==> src/rtl/kcc_pkg.sv <==
`timescale 1ns / 1ps
package kcc_pkg;

	// opcodes of the request channel
	localparam logic [1:0] OP_SCAN  = 2'd0;
	localparam logic [1:0] OP_POP   = 2'd1;
	localparam logic [1:0] OP_CLEAR = 2'd2;

	// configuration register indexes
	localparam int CFG_IDX_W  = 2;
	localparam int CFG_DATA_W = 15;
	localparam logic [CFG_IDX_W-1:0] CFG_FILTER_TIME   = 2'd0;
	localparam logic [CFG_IDX_W-1:0] CFG_LONG_TIME     = 2'd1;
	localparam logic [CFG_IDX_W-1:0] CFG_DOUBLE_WINDOW = 2'd2;

	// configuration reset values
	localparam logic [7:0]  FILTER_TIME_RST   = 8'd5;
	localparam logic [14:0] LONG_TIME_RST     = 15'd100;
	localparam logic [7:0]  DOUBLE_WINDOW_RST = 8'd50;

	// press counter starts at half of the reset filter time
	localparam logic [15:0] PRESS_CNT_RST = 16'(FILTER_TIME_RST / 2);
	localparam logic [15:0] PRESS_CNT_MAX = 16'hFFFF;
	localparam logic [8:0]  TIMER_MAX     = 9'd511;

	// key states
	localparam logic [1:0] KS_NONE   = 2'd0;
	localparam logic [1:0] KS_SHORT  = 2'd1;
	localparam logic [1:0] KS_LONG   = 2'd2;
	localparam logic [1:0] KS_DOUBLE = 2'd3;

	// event code offsets, code = 4 * key + offset
	localparam logic [5:0] EV_SHORT  = 6'd3;
	localparam logic [5:0] EV_LONG   = 6'd4;
	localparam logic [5:0] EV_DOUBLE = 6'd5;

	typedef enum logic [1:0] {
		CMD_SCAN,
		CMD_POP,
		CMD_CLEAR,
		CMD_NOP
	} cmd_kind_t;

	typedef struct packed {
		cmd_kind_t  kind;
		logic [7:0] key_pressed;
		logic [2:0] key_index;
	} cmd_t;

	typedef struct packed {
		logic [7:0]  filter_time;
		logic [14:0] long_time;
		logic [7:0]  double_window;
	} cfg_t;

endpackage

==> src/rtl/kcc_in_if.sv <==
`timescale 1ns / 1ps
interface kcc_in_if;
	logic       valid;
	logic       ready;
	logic [1:0] opcode;
	logic [7:0] key_pressed;
	logic [2:0] key_index;

	modport source (output valid, opcode, key_pressed, key_index, input ready);
	modport sink (input valid, opcode, key_pressed, key_index, output ready);
endinterface

==> src/rtl/kcc_out_if.sv <==
`timescale 1ns / 1ps
interface kcc_out_if;
	logic       valid;
	logic       ready;
	logic [5:0] event_code;
	logic       code_valid;
	logic [1:0] key_state;

	modport source (output valid, event_code, code_valid, key_state, input ready);
	modport sink (input valid, event_code, code_valid, key_state, output ready);
endinterface

==> src/rtl/key_click_classifier_fifo_unit.sv <==
`timescale 1ns / 1ps
// Key click classifier with an event code queue.
// req channel (valid/ready): opcode, key_pressed, key_index. A scan
// transaction walks the keys and classifies long presses, double clicks and
// single short presses, pushing event codes 4k+4, 4k+5, 4k+3 into a ring
// queue of QUEUE_DEPTH entries that overwrites on overrun. A pop transaction
// returns the oldest code, a clear transaction empties the queue.
// rsp channel (valid/ready): one transaction per request with event_code,
// code_valid and the state of key key_index after the request.
// Configuration: cfg_we, cfg_index and cfg_data write filter_time (0),
// long_time (1) and double_window (2); write them only while idle.
// A request passes through the command queue; a scan then walks the keys
// one key per cycle on the shared classifier, and each result is loaded
// into the output register. The back end takes no new request until its
// result is loaded; the front accepts up to two more requests meanwhile.
// Reset restores all key state, clears the queue pointers, the command queue and the
// result valid; configuration returns to 5, 100 and 50. When rsp is stalled
// the result holds, the back end waits and the front fills and then drops req.ready.
module key_click_classifier_fifo_unit
	import kcc_pkg::*;
#(
	parameter int KEYS        = 4,
	parameter int QUEUE_DEPTH = 16
) (
	input  logic                  clk,
	input  logic                  arst_n,
	kcc_in_if.sink                req,
	kcc_out_if.source             rsp,
	input  logic                  cfg_we,
	input  logic [CFG_IDX_W-1:0]  cfg_index,
	input  logic [CFG_DATA_W-1:0] cfg_data
);

	cfg_t cfg_q;
	cmd_t cmd;
	logic cmd_valid;
	logic cmd_ready;

	// configuration registers
	always_ff @(posedge clk or negedge arst_n) begin
		if (!arst_n) begin
			cfg_q.filter_time   <= FILTER_TIME_RST;
			cfg_q.long_time     <= LONG_TIME_RST;
			cfg_q.double_window <= DOUBLE_WINDOW_RST;
		end else if (cfg_we) begin
			unique case (cfg_index)
				CFG_FILTER_TIME:   cfg_q.filter_time   <= cfg_data[7:0];
				CFG_LONG_TIME:     cfg_q.long_time     <= cfg_data[14:0];
				CFG_DOUBLE_WINDOW: cfg_q.double_window <= cfg_data[7:0];
				default: ;
			endcase
		end
	end

	kcc_front u_front (
		.clk       (clk),
		.arst_n    (arst_n),
		.req       (req),
		.cmd       (cmd),
		.cmd_valid (cmd_valid),
		.cmd_ready (cmd_ready)
	);

	kcc_back #(
		.KEYS        (KEYS),
		.QUEUE_DEPTH (QUEUE_DEPTH)
	) u_back (
		.clk       (clk),
		.arst_n    (arst_n),
		.cfg       (cfg_q),
		.cmd       (cmd),
		.cmd_valid (cmd_valid),
		.cmd_ready (cmd_ready),
		.rsp       (rsp)
	);

endmodule

==> src/rtl/kcc_front.sv <==
`timescale 1ns / 1ps
module kcc_front
	import kcc_pkg::*;
(
	input  logic      clk,
	input  logic      arst_n,
	kcc_in_if.sink    req,
	output cmd_t      cmd,
	output logic      cmd_valid,
	input  logic      cmd_ready
);

	cmd_t       q_mem_q [2];
	logic       head_q;
	logic [1:0] cnt_q;
	logic       tail;
	logic       push;
	logic       pop;
	cmd_t       new_cmd;

	// classify the opcode into a command
	always_comb begin
		new_cmd.key_pressed = req.key_pressed;
		new_cmd.key_index   = req.key_index;
		unique case (req.opcode)
			OP_SCAN:  new_cmd.kind = CMD_SCAN;
			OP_POP:   new_cmd.kind = CMD_POP;
			OP_CLEAR: new_cmd.kind = CMD_CLEAR;
			default:  new_cmd.kind = CMD_NOP;
		endcase
	end

	// two-entry command queue
	assign req.ready = (cnt_q != 2'd2);
	assign push      = req.valid && req.ready;
	assign cmd_valid = (cnt_q != 2'd0);
	assign pop       = cmd_valid && cmd_ready;
	assign cmd       = q_mem_q[head_q];
	assign tail      = head_q ^ cnt_q[0];

	always_ff @(posedge clk) begin
		if (push) begin
			q_mem_q[tail] <= new_cmd;
		end
	end

	always_ff @(posedge clk or negedge arst_n) begin
		if (!arst_n) begin
			head_q <= 1'b0;
			cnt_q  <= 2'd0;
		end else begin
			if (pop) begin
				head_q <= ~head_q;
			end
			case ({push, pop})
				2'b10:   cnt_q <= cnt_q + 2'd1;
				2'b01:   cnt_q <= cnt_q - 2'd1;
				default: cnt_q <= cnt_q;
			endcase
		end
	end

endmodule

==> src/rtl/kcc_back.sv <==
`timescale 1ns / 1ps
module kcc_back
	import kcc_pkg::*;
#(
	parameter int KEYS        = 4,
	parameter int QUEUE_DEPTH = 16
) (
	input  logic      clk,
	input  logic      arst_n,
	input  cfg_t      cfg,
	input  cmd_t      cmd,
	input  logic      cmd_valid,
	output logic      cmd_ready,
	kcc_out_if.source rsp
);

	localparam int KW = (KEYS > 1) ? $clog2(KEYS) : 1;
	localparam int PW = $clog2(QUEUE_DEPTH);

	typedef enum logic [2:0] {
		S_IDLE = 3'b001,
		S_SCAN = 3'b010,
		S_DONE = 3'b100
	} state_t;

	state_t         state_q;
	logic [KW-1:0]  kcnt_q;
	logic [7:0]     pressed_q;
	logic [2:0]     idx_q;
	logic           pop_hit_q;
	logic [5:0]     rd_data_q;

	// per-key state
	logic [15:0]    pcnt_q  [KEYS];
	logic [1:0]     pst_q   [KEYS];
	logic           sflag_q [KEYS];
	logic           dflag_q [KEYS];
	logic [8:0]     dtim_q  [KEYS];

	// event queue
	logic [5:0]     store_q [QUEUE_DEPTH];
	logic [PW-1:0]  rp_q;
	logic [PW-1:0]  wp_q;

	// output register
	logic           out_valid_q;
	logic [5:0]     out_code_q;
	logic           out_cvalid_q;
	logic [1:0]     out_state_q;

	logic [KW-1:0]  addr;
	logic [15:0]    pc;
	logic [15:0]    pc_inc;
	logic [15:0]    f16;
	logic [15:0]    f2;
	logic [15:0]    c_long;
	logic           s_long;
	logic [8:0]     tim;
	logic [15:0]    n_pc;
	logic [1:0]     n_st;
	logic           n_sf;
	logic           n_df;
	logic [8:0]     n_tim;
	logic           ev_push;
	logic [5:0]     ev_code;
	logic [5:0]     key_base;
	logic           down;
	logic           take;
	logic           pop_take;
	logic           out_load;
	logic [1:0]     sel_state;

	assign cmd_ready = (state_q == S_IDLE);
	assign take      = cmd_valid && cmd_ready;
	assign pop_take  = take && (cmd.kind == CMD_POP) && (rp_q != wp_q);
	assign out_load  = (state_q == S_DONE) && (!out_valid_q || rsp.ready);

	// one read port on the key state: walking key or reported key
	assign addr      = (state_q == S_SCAN) ? kcnt_q : idx_q[KW-1:0];
	assign sel_state = ({1'b0, idx_q} < 4'(KEYS)) ? pst_q[addr] : KS_NONE;

	// classification of the key at the walk position
	assign pc       = pcnt_q[addr];
	assign pc_inc   = (pc != PRESS_CNT_MAX) ? pc + 16'd1 : pc;
	assign f16      = {8'd0, cfg.filter_time};
	assign f2       = {7'd0, cfg.filter_time, 1'b0};
	assign tim      = (dtim_q[addr] != TIMER_MAX) ? dtim_q[addr] + 9'd1 : dtim_q[addr];
	assign down     = pressed_q[kcnt_q];
	assign key_base = {4'(kcnt_q), 2'b00};

	always_comb begin
		n_pc    = pc;
		n_st    = pst_q[addr];
		n_sf    = sflag_q[addr];
		n_df    = dflag_q[addr];
		n_tim   = tim;
		ev_push = 1'b0;
		ev_code = key_base + EV_SHORT;
		c_long  = pc_inc;
		s_long  = sflag_q[addr];
		if (down) begin
			if (pc < f16) begin
				n_pc = f16;
			end else if (pc < f2) begin
				n_pc = pc_inc;
			end else begin
				// first pass past the filter arms the short flag
				if (!sflag_q[addr]) begin
					s_long = 1'b1;
					c_long = 16'd0;
				end
				if (c_long > {1'b0, cfg.long_time}) begin
					n_st    = KS_LONG;
					s_long  = 1'b0;
					c_long  = 16'd0;
					ev_push = 1'b1;
					ev_code = key_base + EV_LONG;
				end
				n_pc = c_long;
				n_sf = s_long;
			end
		end else if (sflag_q[addr] && (pst_q[addr] != KS_LONG)) begin
			// release after a short press
			n_sf = 1'b0;
			if (!dflag_q[addr]) begin
				n_df  = 1'b1;
				n_tim = 9'd0;
			end else if (tim < {1'b0, cfg.double_window}) begin
				n_df    = 1'b0;
				n_st    = KS_DOUBLE;
				ev_push = 1'b1;
				ev_code = key_base + EV_DOUBLE;
			end
		end else begin
			// idle key: single press once the window has run out
			if (dflag_q[addr] && (tim > {1'b0, cfg.double_window})) begin
				n_df    = 1'b0;
				ev_push = 1'b1;
				ev_code = key_base + EV_SHORT;
			end
			n_sf = 1'b0;
			n_st = KS_NONE;
		end
	end

	// sequencer
	always_ff @(posedge clk or negedge arst_n) begin
		if (!arst_n) begin
			state_q   <= S_IDLE;
			kcnt_q    <= '0;
			pop_hit_q <= 1'b0;
			rp_q      <= '0;
			wp_q      <= '0;
		end else begin
			unique case (state_q)
				S_IDLE: begin
					if (take) begin
						kcnt_q    <= '0;
						pop_hit_q <= pop_take;
						if (pop_take) begin
							rp_q <= (rp_q == PW'(QUEUE_DEPTH - 1)) ? '0 : rp_q + PW'(1);
						end
						if (cmd.kind == CMD_CLEAR) begin
							rp_q <= wp_q;
						end
						state_q <= (cmd.kind == CMD_SCAN) ? S_SCAN : S_DONE;
					end
				end
				S_SCAN: begin
					if (ev_push) begin
						wp_q <= (wp_q == PW'(QUEUE_DEPTH - 1)) ? '0 : wp_q + PW'(1);
					end
					if (kcnt_q == KW'(KEYS - 1)) begin
						state_q <= S_DONE;
					end else begin
						kcnt_q <= kcnt_q + KW'(1);
					end
				end
				S_DONE: begin
					if (out_load) begin
						state_q <= S_IDLE;
					end
				end
				default: state_q <= S_IDLE;
			endcase
		end
	end

	// command payload
	always_ff @(posedge clk) begin
		if (take) begin
			pressed_q <= cmd.key_pressed;
			idx_q     <= cmd.key_index;
		end
	end

	// key state write-back, one key per cycle
	always_ff @(posedge clk or negedge arst_n) begin
		if (!arst_n) begin
			for (int k = 0; k < KEYS; k++) begin
				pcnt_q[k]  <= PRESS_CNT_RST;
				pst_q[k]   <= KS_NONE;
				sflag_q[k] <= 1'b0;
				dflag_q[k] <= 1'b0;
				dtim_q[k]  <= 9'd0;
			end
		end else if (state_q == S_SCAN) begin
			pcnt_q[kcnt_q]  <= n_pc;
			pst_q[kcnt_q]   <= n_st;
			sflag_q[kcnt_q] <= n_sf;
			dflag_q[kcnt_q] <= n_df;
			dtim_q[kcnt_q]  <= n_tim;
		end
	end

	// event queue memory
	always_ff @(posedge clk) begin
		if ((state_q == S_SCAN) && ev_push) begin
			store_q[wp_q] <= ev_code;
		end
		if (pop_take) begin
			rd_data_q <= store_q[rp_q];
		end
	end

	// output register
	always_ff @(posedge clk or negedge arst_n) begin
		if (!arst_n) begin
			out_valid_q <= 1'b0;
		end else if (out_load) begin
			out_valid_q <= 1'b1;
		end else if (rsp.ready) begin
			out_valid_q <= 1'b0;
		end
	end

	always_ff @(posedge clk) begin
		if (out_load) begin
			out_code_q   <= pop_hit_q ? rd_data_q : 6'd0;
			out_cvalid_q <= pop_hit_q;
			out_state_q  <= sel_state;
		end
	end

	assign rsp.valid      = out_valid_q;
	assign rsp.event_code = out_code_q;
	assign rsp.code_valid = out_cvalid_q;
	assign rsp.key_state  = out_state_q;

endmodule

==> src/flat_wrapper.sv <==
// flat-port wrapper written by rule: the top's interface ports become plain ports
module key_click_classifier_fifo_unit_flat import kcc_pkg::*;
#(
	parameter int KEYS        = 4,
	parameter int QUEUE_DEPTH = 16
)
  (clk, arst_n, cfg_we, cfg_index, cfg_data, req_valid, req_opcode, req_key_pressed, req_key_index, req_ready, rsp_valid, rsp_event_code, rsp_code_valid, rsp_key_state, rsp_ready);
  kcc_in_if req_i ();
  kcc_out_if rsp_i ();
  input  logic clk;
  input  logic arst_n;
  input  logic cfg_we;
  input  logic [CFG_IDX_W-1:0] cfg_index;
  input  logic [CFG_DATA_W-1:0] cfg_data;
  input wire logic [$bits(req_i.valid)-1:0] req_valid;
  input wire logic [$bits(req_i.opcode)-1:0] req_opcode;
  input wire logic [$bits(req_i.key_pressed)-1:0] req_key_pressed;
  input wire logic [$bits(req_i.key_index)-1:0] req_key_index;
  output wire logic [$bits(req_i.ready)-1:0] req_ready;
  output wire logic [$bits(rsp_i.valid)-1:0] rsp_valid;
  output wire logic [$bits(rsp_i.event_code)-1:0] rsp_event_code;
  output wire logic [$bits(rsp_i.code_valid)-1:0] rsp_code_valid;
  output wire logic [$bits(rsp_i.key_state)-1:0] rsp_key_state;
  input wire logic [$bits(rsp_i.ready)-1:0] rsp_ready;
  assign req_i.valid = req_valid;
  assign req_i.opcode = req_opcode;
  assign req_i.key_pressed = req_key_pressed;
  assign req_i.key_index = req_key_index;
  assign req_ready = req_i.ready;
  assign rsp_valid = rsp_i.valid;
  assign rsp_event_code = rsp_i.event_code;
  assign rsp_code_valid = rsp_i.code_valid;
  assign rsp_key_state = rsp_i.key_state;
  assign rsp_i.ready = rsp_ready;
  key_click_classifier_fifo_unit #(.KEYS(KEYS), .QUEUE_DEPTH(QUEUE_DEPTH)) u_core (.clk(clk), .arst_n(arst_n), .req(req_i), .rsp(rsp_i), .cfg_we(cfg_we), .cfg_index(cfg_index), .cfg_data(cfg_data));
endmodule
==> config.mk <==
export PLATFORM = sky130hd
export DESIGN_NAME = key_click_classifier_fifo_unit_flat
export DESIGN_NICKNAME = d
export VERILOG_FILES = /design/src/rtl/kcc_pkg.sv /design/src/rtl/kcc_in_if.sv /design/src/rtl/kcc_out_if.sv /design/src/rtl/key_click_classifier_fifo_unit.sv /design/src/rtl/kcc_front.sv /design/src/rtl/kcc_back.sv /design/src/flat_wrapper.sv
export SDC_FILE = /design/constraint.sdc
export NUM_CORES = 1
export LEC_CHECK = 0
export BUFFER_PORTS_ARGS = -buffer_cell sky130_fd_sc_hd__buf_2
export CORE_MARGIN = 10
export CORE_UTILIZATION = 55
export CTS_BUF_LIST = sky130_fd_sc_hd__clkbuf_4
export DETAILED_ROUTE_END_ITERATION = 6
export GPL_ROUTABILITY_DRIVEN = 1
export HOLD_SLACK_MARGIN = 0.02
export PLACE_DENSITY = 0.75
export SKIP_CTS_REPAIR_TIMING = 1
export SLEW_MARGIN = 10
export SYNTH_ARGS = -nofsm -noshare
export SYNTH_HDL_FRONTEND = slang
export SYNTH_SLANG_ARGS = --single-unit
==> constraint.sdc <==
create_clock -name clk -period 11.5 [get_ports clk]
set_input_delay 1.725 -clock clk [delete_from_list [all_inputs] [get_ports clk]]
set_output_delay 1.725 -clock clk [all_outputs]
set_load 0.02 [all_outputs]
==> results of run 1 <==
## worst min-delay path: stages, from the launching register on
cell and delay, ns:
dfrtp_1 0.34, nand2_1 0.05, o31ai_1 0.05
## worst paths after layout
check / start / to / slack, ns / cells after the start
min: u_core.u_back.dtim_q[34]$_DFFE_PN0P_ / u_core.u_back.dtim_q[34]$_DFFE_PN0P_ / 0.48 / 2
max in group asynchronous: arst_n / u_core.u_back.rp_q[0]$_DFFE_PN0P_ / 8.95 / 2
max: u_core.u_back.state_q[2]$_DFFE_PN0P_ / u_core.u_back.store_q[2][4]$_DFFE_PP_ / 4.12 / 22
min reg2reg: u_core.u_back.dtim_q[34]$_DFFE_PN0P_ / u_core.u_back.dtim_q[34]$_DFFE_PN0P_ / 0.48 / 2
max reg2reg: u_core.u_back.state_q[2]$_DFFE_PN0P_ / u_core.u_back.store_q[2][4]$_DFFE_PP_ / 4.12 / 22
min in group asynchronous: arst_n / u_core.u_back.pcnt_q[37]$_DFFE_PN0P_ / 1.12 / 1
## routing by layer
layer	share of wire	vias to the layer above	routed length (um)	global-route usage
li1	-	4976	-	-
met2	0.49	328	16390	0.3350
met1	0.43	5250	14160	0.2499
met3	0.058	84	1946	0.04173
met5	0	-	0	0
met4	0.024	0	792	0.07510
## power groups by stage
stage | Sequential [mW] | Clock, mW | Combinational, mW
final | 1.33 | 0.916 | 1.02
after global routing | 1.35 | 0.996 | 1.12
after CTS | 1.33 | 0.939 | 1.02
after detailed placement | 1.35 | 0 | 1.01
after global placement | 1.34 | 0 | 0.981
after floorplan | 1.28 | 0 | 0.831
## placed cells by master, fill, tap and decap left out, types with 10 or more instances in the layout
| master | synthesis | layout |
|---|---|---|
| nand2_1 | 190 | 188 |
| dfrtp_1 | 152 | 150 |
| o21ai_0 | 138 | 137 |
| clkbuf_4 | 0 | 118 |
| edfxtp_1 | 118 | 118 |
| mux2i_1 | 76 | 76 |
| mux2_2 | 68 | 68 |
| inv_1 | 54 | 54 |
| ha_1 | 49 | 49 |
| mux4_2 | 41 | 41 |
| nor2_1 | 40 | 40 |
| buf_2 | 8 | 39 |
| a21oi_1 | 35 | 35 |
| nand3_1 | 34 | 34 |
| xnor2_1 | 19 | 18 |
| nand4_1 | 16 | 16 |
| buf_4 | 6 | 15 |
| and2_1 | 14 | 14 |
| clkinv_1 | 0 | 14 |
| dfstp_2 | 13 | 13 |
| nor3_1 | 10 | 10 |
| a22oi_1 | 10 | 10 |
## layout make-up
class / count / area [um2]
fill: 2176 / 10480
tap: 341 / 426.7
timing repair buffer: 55 / 319.1
inverter: 55 / 206.4
clock buffer: 118 / 885.9
antenna: 1 / 2.502
sequential: 283 / 7691
clock inverter: 22 / 126.4
multi-input combinational: 898 / 6814
## through the flow
| step | total power, mW | area, um2 | worst slack, ns | hold WS (ns) | instances |
|---|---|---|---|---|---|
| after global routing | 3.468 | 16470 | 3.616 | 0.5047 | 1773 |
| final | 3.267 | 16470 | 4.119 | 0.4782 | 1773 |
| after detailed placement | 2.362 | 15450 | 4.260 | 0.4670 | 1632 |
| after global placement | 2.323 | 15450 | 4.423 | 0.4591 | 1632 |
| after floorplan | 2.113 | 15050 | 5.693 | 0.4478 | 1306 |
| after CTS | 3.288 | 16460 | 4.183 | 0.4804 | 1772 |
## sequential cells by signal (all words and copies together) (netlist names), 2 cells and up
| name | cells |
|---|---|
| u_core.u_back.dtim_q | 36 |
| u_core.cfg_q | 31 |
| u_core.u_back.state_q | 3 |
| u_core.u_back.idx_q | 3 |
| u_core.u_back.kcnt_q | 2 |
| u_core.u_front.q_mem_q | 18 |
| u_core.u_back.store_q | 80 |
| u_core.u_back.rsp.event_code | 5 |
| u_core.u_front.cnt_q | 2 |
| u_core.u_back.rp_q | 4 |
| u_core.u_back.pst_q | 8 |
| u_core.u_back.rd_data_q | 5 |
| u_core.u_back.pressed_q | 4 |
| u_core.u_back.sflag_q | 4 |
| u_core.u_back.pcnt_q | 64 |
| u_core.u_back.wp_q | 4 |
| u_core.u_back.dflag_q | 4 |
| u_core.u_back.rsp.key_state | 2 |
## cell families (layout without fill, tap and decap cells)
kind of cell / after synthesis / in the layout / synth area share
flip-flops: 283 / 283 / 0.5110
buffers and inverters: 125 / 250 / 0.03783
other: 1 / 2 / 0.0002492
adder cells (fa/ha/maj): 49 / 49 / 0.04075
AO/OA/AOI/OAI: 266 / 266 / 0.1092
multiplexers: 190 / 190 / 0.1692
XOR/XNOR: 26 / 26 / 0.01513
AND/OR/NAND/NOR: 366 / 366 / 0.1167
==> run metrics, run 1 <==
status complete, no violations; total negative slack 0 ns; crit-path leading delay family simple AND/OR/NAND/NOR gates; fraction of layout cells with a size suffix above 1 0.2285; Final Cycle Share 0.6418; Cell variety after synth 80; nets@finish 1,454; initial antenna violation count 1; Worst Skew 0.04324 ns; Rows 60; Comb power frac 0.312; Core Region 26,950 um2; Num CTS Buffers 77; CTS tree done; area grow syn2layout 9.471%; # DRC 0; endpoints failing hold 0; Final GP Congestion 0.8287; DPL Wire Length 21,840 um; Int Pwr 2.114 mW; clock latency on the worst-skew pair between 0.7 and 0.8 ns; clk slew on worst S/H paths 0.07 ns; CTS Root Cell clkbuf_4; All-Layer GR Usage 0.2002; Switch Pwr around 1.2 mW; Die Area 34,370 um2; Worst Path Arrival 7.68 ns; Post-synth EDFFs between 100 and 150; CP Launch Type flop; IO Port Bufs 40; Synth top cells by count nand2_1, dfrtp_1, o21ai_0; fmax ~140 MHz; Slew Viols, Final 0; worst IR drop on VDD 178.5 uV; Crit-path slowest cell nor4bb_1; H-tree depth 3; count leader, synth nand2_1; Worst setup EP type flop; worst endpoint required time around 12 ns; Tmin final about 7.4 ns; starting density of the core 0.5583; die height approximately 190 um; Static Leak ~7 nW; total via count in the routed design 10,640; Initial DRT Pass Iterations 5; Tightest Pin Transition roughly 1.1 ns; Wirelength per Cell roughly 19 um; final antenna-violating net count 0; Clock Tree Buf Depth 3; sw frac 0.3529; I/O pin count between 40 and 50; Seq/Total Area, Yosys 0.5110; crit path kind reg -> reg; initial drt markers about 830; RSZ-0062 raised after global routing false; CP bufs+invs 3; Critical Path Max Stage Delay around 0.87 ns; Async S/R FF share, synth 0.5830; vias per cell approximately 6; final setup violating endpoints 0; final WL between 30,000 and 40,000 um; maximum fanout along the worst path 32; vias in the first global route roughly 11,000; Synth area leaders dfrtp_1, edfxtp_1, mux4_2; Sequential Power Share 0.408; Hold Path Class reg -> reg; post-synth top area share 0.2528; Clk pwr share 0.280; Gate Count Post-Synth 1,306; FF+latch count, synth roughly 280; Die W 185.4 um; global-route wire length before repair roughly 55,000 um; clk sinks between 200 and 300; Max Cap Viol 0; Avg Synthesized Cell Area ~12 um2; GR Overflow Total 0; Post-Syn Area about 15,000 um2; Slew Limit Headroom 0.2792; PD cells between 150 and 200 nW/um2; crit path cell chain nor3b_2 > buf_4 > mux2i_4 > buf_4 > mux2i_1 > ha_1 > nand2b_1 > o22ai_1 > nand4_1 > and3_1 > nand2_1 > xor2_1 > inv_1 > ha_1 > a2111o_1 > nor2_1 > a211o_1 > and2_1 > nand2_1 > o221ai_1 > o211a_4 > nor4bb_1; maximum number of pins on one net before global-route repair approximately 100; synth warn 0; top cell type by total area after synthesis dfrtp_1; Syn Nets 1,390; Main synth FF type dfrtp_1; Layout Utilization 0.6112
Power figures use the tool's default switching activity.
==> run 2: changes to the inputs <==
ABC_AREA = 1   (was default)
PLACE_DENSITY = 0.78   (was 0.75)
clock period = 6.07 ns   (was 11.5 ns; I/O delays follow)
==> run metrics, run 2 <==
status complete, no violations; Core Region 26,060 um2 (-3.3%); Wirelength per Cell 16.88 um (-10%); Async S/R FF share, synth 0.5830 (unchanged); Avg Synthesized Cell Area 8.506 um2 (-26%); endpoints failing hold 0 (unchanged); clk slew on worst S/H paths 0.07 ns (about the same); Final Cycle Share 0.9089 (+0.2671); Cell variety after synth 54 (-33%); Worst Skew 0.08177 ns (+0.03853 ns); count leader, synth nand2_1; Clock Tree Buf Depth 3 (unchanged); cell mode on critical path nand2_1; fmax 181.3 MHz (+34%); Num CTS Buffers 74 (-3.9%); CP Launch Type flop; starting density of the core 0.5578 (about the same); Crit-path slowest cell dfstp_2; vias per cell 5.592 (-6.8%); vias in the first global route 12,010 (+8.9%); Worst Path Arrival 5.85 ns (-1.83 ns); CTS Root Cell clkbuf_4; Gate Count Post-Synth 1,709 (+31%); commonest non-fill, non-tap cell in the layout nand2_1; area grow syn2layout 10.37%; final setup violating endpoints 0 (unchanged); final WL 36,660 um (+10%); crit path kind reg -> reg; initial antenna violation count 1 (unchanged); Int Pwr 4.408 mW (+110%); DPL Wire Length 24,060 um (+10%); Tightest Pin Transition 1.035 ns (-0.03182 ns); Sequential Power Share 0.326 (-0.082); All-Layer GR Usage 0.2177 (+0.01749); GR Overflow Total 0 (unchanged); Hold Path Class in -> async; Worst setup EP type flop; synth warn 0 (unchanged); total via count in the routed design 12,150 (+14%); Rows 59 (-1.7%); Synth top cells by count nand2_1, dfrtp_1, nand3_1; sw frac 0.4383 (+0.08536); top cell type by total area after synthesis dfrtp_1; post-synth top area share 0.2617 (+0.008877); worst IR drop on VDD 303.7 uV (+70%); worst endpoint required time 6.40 ns (-5.40 ns); Max Cap Viol 0 (unchanged); Biggest register u_core.u_back.store_q; PD cells 489.1 nW/um2 (+150%); FF+latch count, synth 283 (unchanged); Switch Pwr 3.439 mW (+200%); Post-synth EDFFs 118 (unchanged); initial drt markers 1,317 (+58%); Slew Viols, Final 0 (unchanged); maximum number of pins on one net before global-route repair 113 (+8.7%); I/O pin count 46 (unchanged); crit-path leading delay family simple AND/OR/NAND/NOR gates; Seq/Total Area, Yosys 0.5289 (+0.01794); nets@finish 1,858 (+28%); # DRC 0 (unchanged); H-tree depth 3 (unchanged); Main synth FF type dfrtp_1; Die W 182.6 um (-1.5%); Critical Path Max Stage Delay 0.54 ns (-0.33 ns); Initial DRT Pass Iterations 5 (unchanged); die height 182.6 um (-1.5%); CTS tree done; Post-Syn Area 14,540 um2 (-3.4%); Die Area 33,330 um2 (-3.0%); total negative slack 0 ns (unchanged); Comb power frac 0.445 (+0.133); IO Port Bufs 40 (unchanged); Final GP Congestion 0.9549 (+15%); Syn Nets 1,793 (+29%); global-route wire length before repair 59,040 um (+6.5%); CP bufs+invs 3 (unchanged); maximum fanout along the worst path 30 (-6.3%); fraction of layout cells with a size suffix above 1 0.1427 (-0.08581); Static Leak 7.654 nW (+9.3%); RSZ-0062 raised after global routing false; Tmin final 5.517 ns (-1.863 ns); clock latency on the worst-skew pair 0.74 ns (+0.03 ns); top flop regs u_core.u_back.store_q (80), u_core.u_back.pcnt_q (64), u_core.u_back.dtim_q (36); total power 7.847 mW (+140%); most frequent cells in the layout nand2_1, dfrtp_1, nand3_1, inv_1, clkbuf_4; final antenna-violating net count 0 (unchanged); Slew Limit Headroom 0.3101 (+0.03091); max reg flops 80 (unchanged); fillers 2,237 (+2.8%); Clk pwr share 0.229 (-0.051); Synth area leaders dfrtp_1, edfxtp_1, nand2_1; clk sinks 283 (unchanged)
==> run 2: changes by cell type after synthesis, sizes merged, moves of 62 or more <==
cell,previous run,this run
nand2,190,634
mux2i,79,1
nor2,40,107
nand3,34,142
inv,55,137
mux2,69,7
==> run 2: cell families after synthesis <==
family                     count (synthesis)  synth area share
AOI/OAI and AO/OA                        207           0.08263
xor gates and xnor gates                  19           0.01145
adders and majority gates                 49           0.04218
buffers and inverters                    214           0.06094
DFF                                      283            0.5289
muxes                                      8          0.006112
other                                      1         0.0002580
and+or+nand+nor                          928            0.2675
==> run 2: power groups by stage <==
stage | clock network (mW) | logic (mW) | registers (mW)
after detailed placement | 0 | 3.41 | 2.59
after global routing | 1.93 | 3.89 | 2.59
after global placement | 0 | 3.30 | 2.58
final | 1.80 | 3.49 | 2.56
after CTS | 1.83 | 3.44 | 2.55
after floorplan | 0 | 2.54 | 2.52
==> run 2: cell type report <==
type	count	area [um2]	area share
diodes	1	2.502	0.0001560
clock inverters	17	142.6	0.008890
clock buffers	121	908.4	0.05662
multi-input cells	1212	5973	0.3723
well taps	335	419.2	0.02612
inverters	142	533.0	0.03322
repair buffers	61	376.6	0.02347
flip-flops and latches	283	7689	0.4792
==> run 2: worst paths after layout <==
kind	slack, ns	startpoint	to	cells past startpoint
max	0.55	u_core.u_back.state_q[0]$_DFFE_PN1P_	u_core.u_back.store_q[1][0]$_DFFE_PP_	28
min	0.38	arst_n	u_core.u_back.pcnt_q[50]$_DFFE_PN0P_	1
max reg2reg	0.55	u_core.u_back.state_q[0]$_DFFE_PN1P_	u_core.u_back.store_q[1][0]$_DFFE_PP_	28
min reg2reg	0.46	u_core.u_back.rd_data_q[4]$_DFFE_PP_	u_core.u_back.rsp.event_code[4]$_SDFFCE_PN0P_	2
max in group asynchronous	4.30	arst_n	u_core.cfg_q[6]$_DFFE_PN0P_	2
min in group clk	0.38	req_key_index[2]	u_core.u_front.q_mem_q[1][2]$_DFFE_PP_	1
==> run 2: stage by stage <==
stage	area [um2]	hold WS, ns	setup WS (ns)	instances	util
after floorplan	14540	0.4403	1.215	1709	-
after global placement	14980	0.4536	0.7729	2033	0.5750
after detailed placement	14980	0.4563	0.6557	2033	0.5750
after CTS	16040	0.3535	0.5936	2171	0.6154
after global routing	16040	0.3616	0.03488	2172	0.6157
final	16040	0.3786	0.5528	2172	0.6157
==> run 2: metal layers <==
layer / share of wire / GRT usage
met1: 0.39 / 0.2563
met2: 0.49 / 0.3689
met3: 0.071 / 0.04095
met4: 0.047 / 0.1185
met5: 0 / 0
==> run 3: changes to the inputs <==
clock period = 4.75 ns   (was 6.07 ns; I/O delays follow)
==> run metrics, run 3 (synthesized netlist as in run 2, its figures left out) <==
endpoints failing hold 0 (unchanged); vias per cell 5.556 (-0.64%); top flop regs u_core.u_back.store_q (80), u_core.u_back.pcnt_q (64), u_core.u_back.dtim_q (36); Non-Filler Instances 2,299 (+5.8%); initial drt markers 1,347 (+2.3%); maximum number of pins on one net before global-route repair 88 (-22%); clk slew on worst S/H paths 0.07 ns (about the same); Core Region 26,060 um2 (unchanged); max reg flops 80 (unchanged); Final Cycle Share 1.040 (+0.1313); worst slack at placement -0.1300 ns (-0.7857 ns); DPL Wire Length 25,060 um (+4.1%); Slew Limit Headroom 0.1976 (-0.1125); most frequent cells in the layout nand2_1, dfrtp_1, nand3_1, buf_4, inv_1; I/O pin count 46 (unchanged); RSZ-0062 raised after global routing true; CP Launch Type flop; status finished, violations left; Clock Tree Buf Depth 3 (unchanged); crit path kind reg -> reg; PD cells 646.2 nW/um2 (+32%); area of the multi-input gates 6360 um2 (+6.5%); Hold Path Class in -> async; Biggest register u_core.u_back.store_q; Slew Viols, Final 0 (unchanged); Max Cap Viol 0 (unchanged); final setup violating endpoints 104 (+104); failing checks DRC, setup timing; CTS Root Cell clkbuf_4; clock latency on the worst-skew pair 0.73 ns (about the same); maximum fanout along the worst path 7 (-77%); H-tree depth 3 (unchanged); All-Layer GR Usage 0.2237 (+0.005997); Crit-path slowest cell dfrtp_1; Final GP Congestion 0.9686 (+1.4%); # DRC 1 (+1); fillers 1,999 (-11%); final antenna-violating net count 0 (unchanged); vias in the first global route 12,420 (+3.4%); Wirelength per Cell 17.05 um (+1.0%); Tightest Pin Transition 1.193 ns (+0.1578 ns); worst IR drop on VDD 494.6 uV (+63%); starting density of the core 0.5578 (unchanged); CTS tree done; GR Overflow Total 0 (unchanged); total placed cells including tap cells 2,145 (+5.5%); Die W 182.6 um (unchanged); Worst Path Arrival 5.32 ns (-0.53 ns); fmax 202.4 MHz (+12%); Initial DRT Pass Iterations 7 (+2); Rows 59 (unchanged); IO Port Bufs 40 (unchanged); total via count in the routed design 12,770 (+5.2%); nets@finish 1,990 (+7.1%); Static Leak 8.355 nW (+9.2%); Worst setup EP type flop; Die Area 33,330 um2 (unchanged); total power 11.33 mW (+44%); area grow syn2layout 20.63%; Worst Skew 0.08221 ns (+0.0004419 ns); Hold WS 0.01985 ns (-0.3587 ns); clk sinks 283 (unchanged); fraction of layout cells with a size suffix above 1 0.2247 (+0.08195); Tmin final 4.941 ns (-0.5761 ns); initial antenna violation count 1 (unchanged); Critical Path Max Stage Delay 0.40 ns (-0.14 ns); commonest non-fill, non-tap cell in the layout nand2_1; die height 182.6 um (unchanged); worst setup margin -0.1911 ns (-0.7439 ns); FF+latch area 7689 um2 (unchanged); global-route wire length before repair 61,020 um (+3.4%); worst endpoint required time 5.13 ns (-1.27 ns); Num CTS Buffers 72 (-2.7%); final WL 39,210 um (+7.0%)
==> run 3: cell types whose count changed in the layout (fill, tap and decap cells not counted), sizes merged <==
| cell | change |
|---|---|
| clkinvlp | -1 |
| buf | +132 |
| clkinv | +8 |
| clkbuf | -11 |
| bufinv | -2 |
| nand2 | +1 |
==> run 3: routing by layer <==
layer | vias to the layer above | wire length (um) | GRT usage
li1 | 6043 | - | -
met5 | - | 0 | 0
met4 | 0 | 1447 | 0.09925
met1 | 6061 | 15760 | 0.2747
met3 | 111 | 2975 | 0.04135
met2 | 559 | 19020 | 0.3765
==> run 3: metrics by stage <==
| step | utilization | TNS, ns | cell area (um2) |
|---|---|---|---|
| after floorplan | - | 0 | 14540 |
| final | 0.6729 | -9.143 | 17540 |
| after global placement | 0.6103 | 0 | 15900 |
| after CTS | 0.6460 | -18.61 | 16830 |
| after detailed placement | 0.6103 | -8.240 | 15900 |
| after global routing | 0.6729 | -40.30 | 17540 |
==> run 3: layout make-up <==
class	instances	area share
multi-input cells	1213	0.3627
diodes	1	0.0001427
well taps	335	0.02390
clock buffers	109	0.04666
inverters	142	0.03111
clock inverters	22	0.006493
flip-flops and latches	283	0.4385
repair buffers	194	0.09055
==> run 3: worst paths after layout <==
check                                                startpoint  cells past startpoint  slack (ns)                                      to
setup / recovery           u_core.u_back.state_q[2]$_DFFE_PN0P_                     32       -0.19  u_core.u_back.store_q[10][3]$_DFFE_PP_
hold / removal                                           arst_n                      1        0.02            u_core.cfg_q[18]$_DFFE_PN0P_
setup reg to reg           u_core.u_back.state_q[2]$_DFFE_PN0P_                     32       -0.19  u_core.u_back.store_q[10][3]$_DFFE_PP_
hold reg to reg             u_core.u_back.pcnt_q[1]$_DFFE_PN1P_                      2        0.47     u_core.u_back.pcnt_q[1]$_DFFE_PN1P_
max in group asynchronous                                arst_n                      2        3.76    u_core.u_back.pcnt_q[22]$_DFFE_PN0P_
min in group clk                             req_key_pressed[0]                      1        0.17  u_core.u_front.q_mem_q[0][3]$_DFFE_PP_
==> run 3: report_power, final <==
part	leakage (nW)	switching, mW	internal, mW	total [mW]
Clock	0.553	1.03	1.06	2.09
Sequential	3.25	0.247	3.04	3.28
Combinational	4.55	3.62	2.33	5.95
==> run 3: critical path: cells and delay by family (launching register included) <==
family	cells	cell delay (ns)
AND/OR/NAND/NOR	14	1.57
XOR/XNOR	1	0.18
flip-flops	1	0.40
adder cells (fa/ha/maj)	2	0.49
buffers and inverters	10	1.16
AO/OA/AOI/OAI	5	0.81
